$ cat src/hdl/sad_pkg.sv
package sad_pkg;

	// Default number of slots in the row of cells.
	localparam int DEPTH_DEF = 8;

	// Width of one held element.
	localparam int DATA_W = 32;

	// Operation codes carried by an input beat.
	typedef enum logic [1:0] {
		OP_PUSH_FRONT = 2'd0,
		OP_PUSH_BACK  = 2'd1,
		OP_POP_FRONT  = 2'd2,
		OP_POP_BACK   = 2'd3
	} sad_op_t;

	// Status codes carried by a result beat.
	typedef enum logic [1:0] {
		ST_DONE      = 2'd0,
		ST_OVERFLOW  = 2'd1,
		ST_UNDERFLOW = 2'd2
	} sad_status_t;

	// Write command broadcast from the control to every cell.
	typedef struct packed {
		logic first_push;  // push into an empty deque, lands in slot zero
		logic add_front;   // accepted push front on a non-empty deque
		logic add_back;    // accepted push back on a non-empty deque
	} sad_cmd_t;

endpackage

$ cat src/hdl/sad_cell.sv
module sad_cell #(
	parameter int DEPTH = sad_pkg::DEPTH_DEF,
	parameter int IDX   = 0
) (
	input  logic                           clk,
	input  sad_pkg::sad_cmd_t              cmd,
	input  logic [$clog2(DEPTH)-1:0]       front_pos,
	input  logic [$clog2(DEPTH)-1:0]       rear_pos,
	input  logic [sad_pkg::DATA_W-1:0]     data_value,
	input  logic [sad_pkg::DATA_W-1:0]     left_slot,
	output logic [sad_pkg::DATA_W-1:0]     slot,
	output logic [sad_pkg::DATA_W-1:0]     front_term,
	output logic [sad_pkg::DATA_W-1:0]     back_term
);

	localparam int PW = $clog2(DEPTH);

	logic [sad_pkg::DATA_W-1:0] slot_q;
	logic [PW:0]                my_idx;
	logic [PW:0]                front_ext;
	logic [PW:0]                rear_inc;
	logic                       load;
	logic                       shift;

	// Position compares against this cell's own index.
	assign my_idx    = (PW+1)'(IDX);
	assign front_ext = {1'b0, front_pos};
	assign rear_inc  = {1'b0, rear_pos} + (PW+1)'(1);

	// A push front moves every held element one slot up and writes at the front.
	assign load  = (cmd.first_push && (my_idx == '0))
		|| (cmd.add_front && (my_idx == front_ext))
		|| (cmd.add_back && (my_idx == rear_inc));
	assign shift = cmd.add_front && (my_idx > front_ext) && (my_idx <= rear_inc);

	// Slot storage; freed slots keep their contents.
	always_ff @(posedge clk) begin
		if (load) begin
			slot_q <= data_value;
		end else if (shift) begin
			slot_q <= left_slot;
		end
	end

	// Contributions to the front and back read-out.
	assign slot       = slot_q;
	assign front_term = (my_idx == front_ext) ? slot_q : '0;
	assign back_term  = (my_idx == {1'b0, rear_pos}) ? slot_q : '0;

endmodule

$ cat src/hdl/shifting_array_deque.sv
// Double-ended queue held in a linear row of DEPTH slots.
// Input channel: in_valid / in_stall carry one operation per beat
// (push front, push back, pop front, pop back) with data_value for pushes.
// Output channel: out_valid / out_stall carry one result per input beat:
// status, is_empty, element_count, front_value and back_value after the
// operation; front and back read as zero when the deque is empty.
// The slots and positions update at the accepting edge; the operation then
// holds the busy stage while the front and back read-out through the cell row
// is registered into the result, and no new operation is taken while busy.
// A push is refused with overflow status while the rear sits in the last
// slot, even if pops at the front have left room; a pop on an empty deque
// gives underflow status.
// Reset clears the positions and marks the deque empty; slot contents are
// not cleared and are never read before being written.
// While the receiver stalls, the result is held and no new operation is
// taken until that result has left.
module shifting_array_deque #(
	parameter int DEPTH = sad_pkg::DEPTH_DEF
) (
	input  logic                             clk,
	input  logic                             arst_n,
	input  logic                             in_valid,
	output logic                             in_stall,
	input  logic [1:0]                       operation,
	input  logic signed [sad_pkg::DATA_W-1:0] data_value,
	output logic                             out_valid,
	input  logic                             out_stall,
	output logic [1:0]                       status,
	output logic                             is_empty,
	output logic [$clog2(DEPTH+1)-1:0]       element_count,
	output logic signed [sad_pkg::DATA_W-1:0] front_value,
	output logic signed [sad_pkg::DATA_W-1:0] back_value
);

	localparam int PW = $clog2(DEPTH);
	localparam int CW = $clog2(DEPTH+1);
	localparam int DW = sad_pkg::DATA_W;

	logic [PW-1:0]           front_q;
	logic [PW-1:0]           rear_q;
	logic                    empty_q;
	logic                    busy_q;
	logic                    out_valid_q;
	sad_pkg::sad_status_t    status_s1;
	logic [1:0]              status_q;
	logic                    is_empty_q;
	logic [CW-1:0]           count_q;
	logic [DW-1:0]           front_val_q;
	logic [DW-1:0]           back_val_q;

	logic                    accept;
	logic                    full;
	sad_pkg::sad_op_t        op;
	sad_pkg::sad_cmd_t       cmd;
	sad_pkg::sad_status_t    status_d;
	logic [PW-1:0]           front_d;
	logic [PW-1:0]           rear_d;
	logic                    empty_d;
	logic [DW-1:0]           front_or;
	logic [DW-1:0]           back_or;

	logic [DW-1:0]           slot_w  [DEPTH];
	logic [DW-1:0]           fterm_w [DEPTH];
	logic [DW-1:0]           bterm_w [DEPTH];

	// One operation at a time; the output register must be free for its result.
	assign in_stall = busy_q || (out_valid_q && out_stall);
	assign accept   = in_valid && !in_stall;
	assign full     = (rear_q == PW'(DEPTH-1));
	assign op       = sad_pkg::sad_op_t'(operation);

	// Operation decode: next positions, status and the cell write command.
	always_comb begin
		front_d  = front_q;
		rear_d   = rear_q;
		empty_d  = empty_q;
		status_d = sad_pkg::ST_DONE;
		cmd      = '0;
		unique case (op)
			sad_pkg::OP_PUSH_FRONT, sad_pkg::OP_PUSH_BACK: begin
				if (empty_q) begin
					front_d        = '0;
					rear_d         = '0;
					empty_d        = 1'b0;
					cmd.first_push = accept;
				end else if (full) begin
					status_d = sad_pkg::ST_OVERFLOW;
				end else begin
					rear_d = rear_q + PW'(1);
					if (op == sad_pkg::OP_PUSH_FRONT) begin
						cmd.add_front = accept;
					end else begin
						cmd.add_back = accept;
					end
				end
			end
			sad_pkg::OP_POP_FRONT, sad_pkg::OP_POP_BACK: begin
				if (empty_q) begin
					status_d = sad_pkg::ST_UNDERFLOW;
				end else if (front_q == rear_q) begin
					front_d = '0;
					rear_d  = '0;
					empty_d = 1'b1;
				end else if (op == sad_pkg::OP_POP_FRONT) begin
					front_d = front_q + PW'(1);
				end else begin
					rear_d = rear_q - PW'(1);
				end
			end
			default: begin
				status_d = sad_pkg::ST_DONE;
			end
		endcase
	end

	// Row of slot cells, each fed by its lower neighbor.
	for (genvar i = 0; i < DEPTH; i++) begin : g_cell
		logic [DW-1:0] left;
		if (i == 0) begin : g_first
			assign left = '0;
		end else begin : g_rest
			assign left = slot_w[i-1];
		end
		sad_cell #(
			.DEPTH(DEPTH),
			.IDX  (i)
		) u_cell (
			.clk       (clk),
			.cmd       (cmd),
			.front_pos (front_q),
			.rear_pos  (rear_q),
			.data_value(data_value),
			.left_slot (left),
			.slot      (slot_w[i]),
			.front_term(fterm_w[i]),
			.back_term (bterm_w[i])
		);
	end

	// Gather the marked front and back slots from the row.
	always_comb begin
		front_or = '0;
		back_or  = '0;
		for (int i = 0; i < DEPTH; i++) begin
			front_or = front_or | fterm_w[i];
			back_or  = back_or | bterm_w[i];
		end
	end

	// Control state: positions, empty flag and the busy stage.
	always_ff @(posedge clk or negedge arst_n) begin
		if (!arst_n) begin
			front_q     <= '0;
			rear_q      <= '0;
			empty_q     <= 1'b1;
			busy_q      <= 1'b0;
			out_valid_q <= 1'b0;
		end else begin
			if (accept) begin
				front_q <= front_d;
				rear_q  <= rear_d;
				empty_q <= empty_d;
			end
			busy_q <= accept;
			if (busy_q) begin
				out_valid_q <= 1'b1;
			end else if (!out_stall) begin
				out_valid_q <= 1'b0;
			end
		end
	end

	// Status of the operation in flight.
	always_ff @(posedge clk) begin
		if (accept) begin
			status_s1 <= status_d;
		end
	end

	// Result register, loaded from the state left by the operation.
	always_ff @(posedge clk) begin
		if (busy_q) begin
			status_q    <= status_s1;
			is_empty_q  <= empty_q;
			count_q     <= empty_q ? '0 : (CW'(rear_q) - CW'(front_q) + CW'(1));
			front_val_q <= empty_q ? '0 : front_or;
			back_val_q  <= empty_q ? '0 : back_or;
		end
	end

	assign out_valid     = out_valid_q;
	assign status        = status_q;
	assign is_empty      = is_empty_q;
	assign element_count = count_q;
	assign front_value   = front_val_q;
	assign back_value    = back_val_q;

	// Each busy cycle is followed by a valid result.
	a_busy_result: assert property (@(posedge clk) disable iff (!arst_n)
		busy_q |=> out_valid_q)
		else $error("result not presented after operation");

	// No second operation enters while one is being read out.
	a_one_in_flight: assert property (@(posedge clk) disable iff (!arst_n)
		accept |=> in_stall)
		else $error("operation accepted while busy");

	// A non-empty deque never has its front above its rear.
	a_positions: assert property (@(posedge clk) disable iff (!arst_n)
		!empty_q |-> (front_q <= rear_q))
		else $error("front position above rear position");

	// The empty flag and the count agree on every result beat.
	a_count_empty: assert property (@(posedge clk) disable iff (!arst_n)
		out_valid |-> (is_empty == (element_count == '0)))
		else $error("empty flag disagrees with element count");

endmodule

$ cat config.mk
export PLATFORM = sky130hd
export DESIGN_NAME = shifting_array_deque
export DESIGN_NICKNAME = d
export VERILOG_FILES = /design/src/hdl/sad_pkg.sv /design/src/hdl/sad_cell.sv /design/src/hdl/shifting_array_deque.sv
export SDC_FILE = /design/constraint.sdc
export NUM_CORES = 1
export LEC_CHECK = 0
export BUFFER_PORTS_ARGS = -buffer_cell sky130_fd_sc_hd__buf_2
export CAP_MARGIN = 20
export CELL_PAD_IN_SITES_DETAIL_PLACEMENT = 0
export CELL_PAD_IN_SITES_GLOBAL_PLACEMENT = 1
export CORE_MARGIN = 4
export CORE_UTILIZATION = 41
export DETAILED_ROUTE_END_ITERATION = 12
export PLACE_DENSITY_LB_ADDON = 0.1
export SLEW_MARGIN = 0
export SYNTH_ARGS = -nofsm -noshare
export SYNTH_HDL_FRONTEND = slang
export SYNTH_SLANG_ARGS = --single-unit
$ cat constraint.sdc
create_clock -name clk -period 17.5 [get_ports clk]
set_input_delay 1.75 -clock clk [delete_from_list [all_inputs] [get_ports clk]]
set_output_delay 1.75 -clock clk [all_outputs]
set_load 0.05 [all_outputs]
After elaboration in Yosys (flattened, before gate mapping)

Cells that the tools add are included.

Input bits: 38
Output and inout port bits: 73
Word-level logic and storage cells: 206
Bits in registers: 338

Mux-type cells: 58
$add $sub $neg: 6
Order comparisons: 16
Equality and inequality tests: 32
Bitwise gates (word level): 14
Reduce and logical (&&, ||, !) cells: 61

Operators with widths:

| kind                                                           | number |
|---|---|
| two-way mux 32 bit                                             | 32 |
| OR 32 bit                                                      | 14 |
| logical AND 1 bit                                              | 34 |
| two-way mux 3 bit                                              | 10 |
| equality test 3 bit (first input constant)                     | 8 |
| equality test 3 x 4 -> 1 bit (first input constant)            | 4 |
| less-or-equal comparator 3 x 4 -> 1 bit (first input constant) | 4 |
| nonzero test 2 bit                                             | 8 |
| equality test 2 x 3 -> 1 bit (first input constant)            | 4 |
| > comparator 3 bit (first input constant)                      | 4 |
| zero test 4 bit                                                | 3 |
| case mux 3 bit (2 select lines)                                | 2 |
| logical OR 1 bit                                               | 10 |
| two-way mux 1 bit                                              | 9 |
| inequality test 3 bit (second input constant)                  | 3 |
| equality test 2 x 4 -> 1 bit (first input constant)            | 2 |
| less-or-equal comparator 1 x 4 -> 1 bit (first input constant) | 2 |
| less-or-equal comparator 2 x 4 -> 1 bit (first input constant) | 2 |
| AND reduction 4 bit                                            | 2 |
| adder 3 x 1 -> 3 bit (second input constant)                   | 2 |
| equality test 1 x 3 -> 1 bit (first input constant)            | 2 |
| > comparator 1 x 3 -> 1 bit (first input constant)             | 2 |
| > comparator 2 x 3 -> 1 bit (first input constant)             | 2 |
| two-way mux 2 bit                                              | 3 |
| other kinds (16)                                               | 19 |

Longest topological paths before layout

Depth after elaboration: 12
Depth in mapped cells: 10
Gate-level depth less buffers: 8

Hierarchy

From an unflattened synthesis, not the netlist that was laid out.

Cell total of the unflattened synthesis: 1526
Area, all modules: 19317.3 sq um

Modules (own cells, without submodules):

| module                       | sequential area each (sq um) | cells an instance | area each (sq um) | times used |
|---|---|---|---|---|
| shifting_array_deque         | 2418.6                       | 345               | 4037.6            | 1 |
| sad_cell at g_cell[1].u_cell | 960.9                        | 152               | 2006.9            | 1 |
| sad_cell at g_cell[7].u_cell | 960.9                        | 147               | 1968.1            | 1 |
| sad_cell at g_cell[5].u_cell | 960.9                        | 156               | 1949.4            | 1 |
| sad_cell at g_cell[0].u_cell | 960.9                        | 141               | 1930.6            | 1 |
| sad_cell at g_cell[2].u_cell | 960.9                        | 146               | 1866.8            | 1 |
| sad_cell at g_cell[3].u_cell | 960.9                        | 147               | 1865.5            | 1 |
| sad_cell at g_cell[6].u_cell | 960.9                        | 146               | 1848.0            | 1 |
| sad_cell at g_cell[4].u_cell | 960.9                        | 146               | 1844.3            | 1 |

Least setup slack after synthesis

No wires, ideal clock.

Path kind: input-to-reg
Start: input operation[1]
End: register g_cell[1].u_cell.slot_q, in the netlist g_cell[1].u_cell.slot[0] (enable)
Slack: 11.299 ns
Arrival time: 5.690 ns
Stages on the path: 4
Required time: 16.989 ns
Path buffers: 1
Cells stage by stage: buf_2 -> nor3_2 -> nand3_2 -> o41ai_1

Longest elaborated chain between the ends: 8
Elaborated cells on any way between the ends: 14

RTL lines:

| what                                                  | RTL line                                               | RTL |
|---|---|---|
| from (decl)                                           | shifting_array_deque.sv:24                             | `input logic [1:0] operation,` |
| zero test 2 bit                                       | shifting_array_deque.sv:79, shifting_array_deque.sv:90 |  |
| two-way mux 1 bit                                     | shifting_array_deque.sv:90                             | `if (op == sad_pkg::OP_PUSH_FRONT) begin` |
| two-way mux 2 bit                                     | shifting_array_deque.sv:86                             | `end else if (full) begin` |
| two-way mux 2 bit                                     | shifting_array_deque.sv:81                             | `if (empty_q) begin` |
| two-way mux 3 bit *                                   | shifting_array_deque.sv:79                             | `unique case (op)` |
| logical AND 1 bit, on equally long branches           | sad_cell.sv:34, sad_cell.sv:32, sad_cell.sv:33         |  |
| logical AND 1 bit or logical OR 1 bit (tied branches) | sad_cell.sv:34, sad_cell.sv:33                         |  |
| nonzero test 2 bit (no line) *                        | -                                                      |  |
| to (signal assigned)                                  | sad_cell.sv:39                                         | `slot_q <= data_value;` |
| to (signal assigned)                                  | sad_cell.sv:41                                         | `slot_q <= left_slot;` |
| to (decl)                                             | sad_cell.sv:18                                         | `logic [sad_pkg::DATA_W-1:0] slot_q;` |

Every way passes the cells marked *; elsewhere a longest branch is shown, timed or not.
A chain may end at the register's enable or synchronous reset.

Final worst setup path

Start: input out_stall
End: register g_cell[5].u_cell.slot_q, in the netlist g_cell[5].u_cell.slot[25] (enable)

Longest elaborated chain between the ends: 11
Elaborated cells on any way between the ends: 15

RTL lines:

| what                                                  | RTL line                                       | RTL |
|---|---|---|
| from (decl)                                           | shifting_array_deque.sv:27                     | `input logic out_stall,` |
| logical AND 1 bit *                                   | shifting_array_deque.sv:67                     | `assign in_stall = busy_q \|\| (out_valid_q && out_stall);` |
| logical OR 1 bit *                                    | shifting_array_deque.sv:67                     |  |
| zero test 1 bit *                                     | shifting_array_deque.sv:68                     | `assign accept = in_valid && !in_stall;` |
| logical AND 1 bit *                                   | shifting_array_deque.sv:68                     |  |
| two-way mux 1 bit                                     | shifting_array_deque.sv:90                     |  |
| two-way mux 2 bit *                                   | shifting_array_deque.sv:86                     |  |
| two-way mux 2 bit *                                   | shifting_array_deque.sv:81                     |  |
| two-way mux 3 bit *                                   | shifting_array_deque.sv:79                     |  |
| logical AND 1 bit, on equally long branches           | sad_cell.sv:34, sad_cell.sv:32, sad_cell.sv:33 |  |
| logical AND 1 bit or logical OR 1 bit (tied branches) | sad_cell.sv:34, sad_cell.sv:33                 |  |
| nonzero test 2 bit (no line) *                        | -                                              |  |
| to (signal assigned)                                  | sad_cell.sv:39                                 |  |
| to (signal assigned)                                  | sad_cell.sv:41                                 |  |
| to (decl)                                             | sad_cell.sv:18                                 |  |

Marked as above.

==> flow_summary.rst <==
.. list-table::
   :header-rows: 1

   * - Metric
     - Value
   * - Run status
     - complete, no violations
   * - Number of buffers added on ports
     - 110
   * - Cell depth of the worst min-delay path
     - 0
   * - Cell repeated most along the worst path
     - sky130_fd_sc_hd__nand2_2
   * - Cell Count, Final, Fillers Out
     - 1,830
   * - Clock buffer count from CTS
     - 40
   * - FF-to-FF setup slack
     - 13.39 ns
   * - Die Outline Area
     - 45,000 um^2
   * - Core Footprint
     - 41,000 um^2
   * - CTS hold repair buffers
     - 0
   * - Power per Cell Area
     - 158 nW/um^2
   * - Final hold violation count
     - 0
   * - Post-Syn Nets
     - 1,251
   * - H-tree Lvls
     - 2
   * - CP Class
     - in2reg
   * - Fmax
     - 236 MHz
   * - Static leakage
     - 6.53 nW
   * - Crit. End Element
     - flip-flop
   * - Post-route DRC violation count
     - 0
   * - Worst slew pin tran
     - 1.15 ns
   * - CP bufs+invs
     - 1
   * - Final setup TNS
     - 0 ns
   * - Unrepaired setup endpoints after global routing
     - no
   * - Launching point of the worst reg2reg path
     - front_q[0]$_DFFE_PN0P_
   * - CTS tree
     - built
   * - Post-synth EDFFs
     - 329
   * - Area overhead of the layout relative to synthesis
     - 13.3%
   * - Final weighted congestion of routability-driven global placement
     - 0.793
   * - Post-CTS Resized
     - 0
   * - First-pass GRT wire length
     - 81,200 um
   * - Starting utilization of the core area
     - 41.6%
   * - Worst vdd rail ir drop
     - 0.000119 V
   * - Critical path's top delay family
     - simple AND/OR/NAND/NOR gates
   * - Origin of the worst min-delay path
     - status_s1[1]$_SDFFCE_PP0N_
   * - Post-CTS setup buffers
     - 0
   * - Total routing usage reported by global routing
     - 24.5%
   * - Num ports
     - 111
   * - Min Tclk post-route
     - 4.24 ns
   * - Half-perimeter wire length after placement
     - 30,400 um
   * - Worst slew slack as a fraction of its limit
     - 22.8%
   * - Sink Count
     - 338
   * - Clock slew seen by the registers of the worst setup and hold paths
     - 0.05 ns
   * - Req. time, crit path
     - 17.66 ns
   * - Tightest Hold Check Type
     - reg2reg
   * - Share of synthesized flip-flops with an asynchronous set or reset
     - 2.66%
   * - Antenna violations before repair
     - 1
   * - Max Slew Vio Count
     - 0
   * - Number of synthesis warnings
     - 0
   * - Fraction of layout cells with a size suffix above 1
     - 35.5%
   * - Worst-path cell with the longest stage delay
     - sky130_fd_sc_hd__nand2_2
   * - # rows
     - 74
   * - Number of antenna repair diodes
     - 0
   * - Worst hold margin
     - 0.417 ns
   * - Post-synth design cell area
     - 17,100 um^2
   * - Via/cell ratio
     - 6.58
   * - Synthesis-stage register bit count
     - 338
   * - Post-detailed-route wirelength per cell
     - 31.0 um
   * - Critical path peak fanout
     - 33
   * - Total routed wirelength
     - 56,800 um
   * - Sort of element at the start of the critical path
     - input pin
   * - Cells after DPL
     - 1,759
   * - Cell-by-cell trace of the critical path
     - buf_2 -> a21oi_2 -> and3_1 -> nand2_2 -> nand2_2
   * - Mean cell area of the mapped netlist
     - 14.3 um^2
   * - Total via count in the routed design
     - 12,037
   * - Number of inserted filler cells in the final layout
     - 3,655
   * - Clock root buffer
     - sky130_fd_sc_hd__clkbuf_16
   * - Post-route ant nets
     - 0
   * - DIE WIDTH
     - 212 um
   * - Remaining Overflow, GRT
     - 0
   * - Number of global-route vias before repair
     - 11,894
   * - First DRT Iteration DRCs
     - 1,765
   * - Pin count of the biggest net entering global routing
     - 77
   * - Y dimension of the die
     - 212 um
   * - Count of distinct cell types in the synthesized netlist
     - 58
   * - Final period utilization
     - 24.3%
   * - Number of nets in the layout
     - 1,325
   * - Post-Synthesis Cells
     - 1,195
   * - Setup violators final
     - 0
   * - Cell depth of the worst flop-to-flop path
     - 4
   * - Reg-to-reg critical path endpoint
     - g_cell[5].u_cell.slot[25]$_DFFE_PP_
   * - Share of the yosys chip area belonging to registers
     - 59.2%
   * - Maximum count of clock buffers along a single path
     - 3
   * - Clock tree skew after final layout
     - 0.0214 ns
   * - Synth Flop Type
     - sky130_fd_sc_hd__edfxtp_1
   * - Number of maximum-capacitance violations
     - 0
   * - Number of detailed-routing iterations run before antenna repair
     - 9
   * - Arrival time at the worst endpoint
     - 4.40 ns
   * - Max incr delay on CP
     - 1.10 ns
   * - Clock insertion delay at the later pin of the skew report
     - 0.56 ns
   * - End point of the worst hold path
     - status[1]$_DFFE_PP_
-- layout by cell type, fill, tap and decap left out, drive strengths merged, types with 17 or more instances in the layout --
| cell | n |
|---|---|
| buf | 141 |
| edfxtp | 329 |
| inv | 18 |
| ha | 17 |
| a22oi | 84 |
| nor2 | 39 |
| nand2b | 28 |
| mux2 | 226 |
| a31oi | 54 |
| a222oi | 96 |
| clkbuf | 46 |
| a21oi | 50 |
| and2 | 37 |
-- through the flow --
stage               cell area [um^2]  setup slack, ns  power [mW]  utilization [%]
global placement               18100            12.79        2.24             44.1
finish                         19400            13.26        3.06             47.2
floorplan                      17100            11.30        1.84                -
CTS                            19400            13.26        3.06             47.2
detailed placement             18100            12.69        2.24             44.1
global route                   19400            13.16        3.18             47.2
-- power breakdown --
part / internal, mW / switching (mW) / total (mW)
clock: 0.480 / 0.339 / 0.819
sequential: 1.03 / 0.0619 / 1.10
combinational: 0.341 / 0.807 / 1.15
total: 1.85 / 1.21 / 3.06
-- flip-flops by register name (all words and copies together), names as in the netlist --
name	flops
back_value	32
empty_q	1
front_value	32
is_empty	1
g_cell.u_cell.slot	256
front_q	3
out_valid	1
status	2
status_s1	2
rear_q	3
element_count	4
busy_q	1
-- cells by family after synthesis --
kind of cell             count (synthesis)  share of synthesized area [%]
AND/OR/NAND/NOR                        151                           4.89
multiplexers                           227                           15.6
AO/OA/AOI/OAI                          335                           15.3
flip-flops                             338                           59.2
XOR/XNOR                                 1                         0.0513
buffers and inverters                  125                           3.59
adder cells (fa/ha/maj)                 18                           1.36
-- worst max-delay path by stage --
stage	from	end	slack, ns	cells after the start
after CTS	out_stall	g_cell[5].u_cell.slot[5]$_DFFE_PP_	13.26	5
after global routing	out_stall	g_cell[5].u_cell.slot[25]$_DFFE_PP_	13.16	5
after detailed placement	out_stall	g_cell[5].u_cell.slot[19]$_DFFE_PP_	12.69	5
after floorplan	operation[1]	g_cell[1].u_cell.slot[0]$_DFFE_PP_	11.30	4
final	out_stall	g_cell[5].u_cell.slot[25]$_DFFE_PP_	13.26	5
after global placement	out_stall	g_cell[5].u_cell.slot[10]$_DFFE_PP_	12.79	5
-- cells in the mapped netlist, drive strengths merged, types with 2 or more instances --
| library cell | instances | share of area (%) |
|---|---|---|
| edfxtp | 329 | 58 |
| mux2 | 226 | 16 |
| a222oi | 96 | 5.6 |
| a22oi | 84 | 3.7 |
| clkbuf | 63 | 1.4 |
| a31oi | 54 | 2.0 |
| a21oi | 50 | 1.5 |
| buf | 46 | 1.8 |
| nor2 | 39 | 0.87 |
| and2 | 37 | 1.4 |
| nand2b | 28 | 1.0 |
| ha | 17 | 1.2 |
| inv | 16 | 0.35 |
| nand2 | 15 | 0.37 |
| a221oi | 12 | 0.62 |
| nor2b | 11 | 0.40 |
| o21ai | 9 | 0.29 |
| o2bb2ai | 9 | 0.50 |
| dfrtp | 8 | 1.2 |
| nor3 | 7 | 0.23 |
| a21o | 6 | 0.26 |
| nand3 | 4 | 0.18 |
| a22o | 3 | 0.15 |
| a211oi | 2 | 0.088 |
| a31o | 2 | 0.10 |
| and3 | 2 | 0.073 |
| and3b | 2 | 0.10 |
| nand4 | 2 | 0.073 |
-- worst reg2reg max path, stage by stage, from the launching register on --
cell	delay [ns]
sky130_fd_sc_hd__dfrtp_1	0.63
sky130_fd_sc_hd__and3b_2	1.01
sky130_fd_sc_hd__mux2_2	0.32
sky130_fd_sc_hd__nand2_2	0.65
sky130_fd_sc_hd__nand2_2	1.11
-- cell type report --
type / instances / area [um^2] / area share (%)
sequential: 338 / 10100 / 52.2
multi-input combinational: 732 / 6470 / 33.4
clock buffer: 46 / 1020 / 5.29
timing repair buffer: 141 / 783 / 4.05
tap: 532 / 666 / 3.44
clock inverter: 25 / 245 / 1.27
inverter: 16 / 60.1 / 0.310
-- routing by layer --
layer	track usage (%)	share of wire, %
met1	34.3	42
met2	37.6	45
met4	8.76	3.4
met5	0	0.021
met3	5.68	9.6
(Power assumes the default switching activity.)
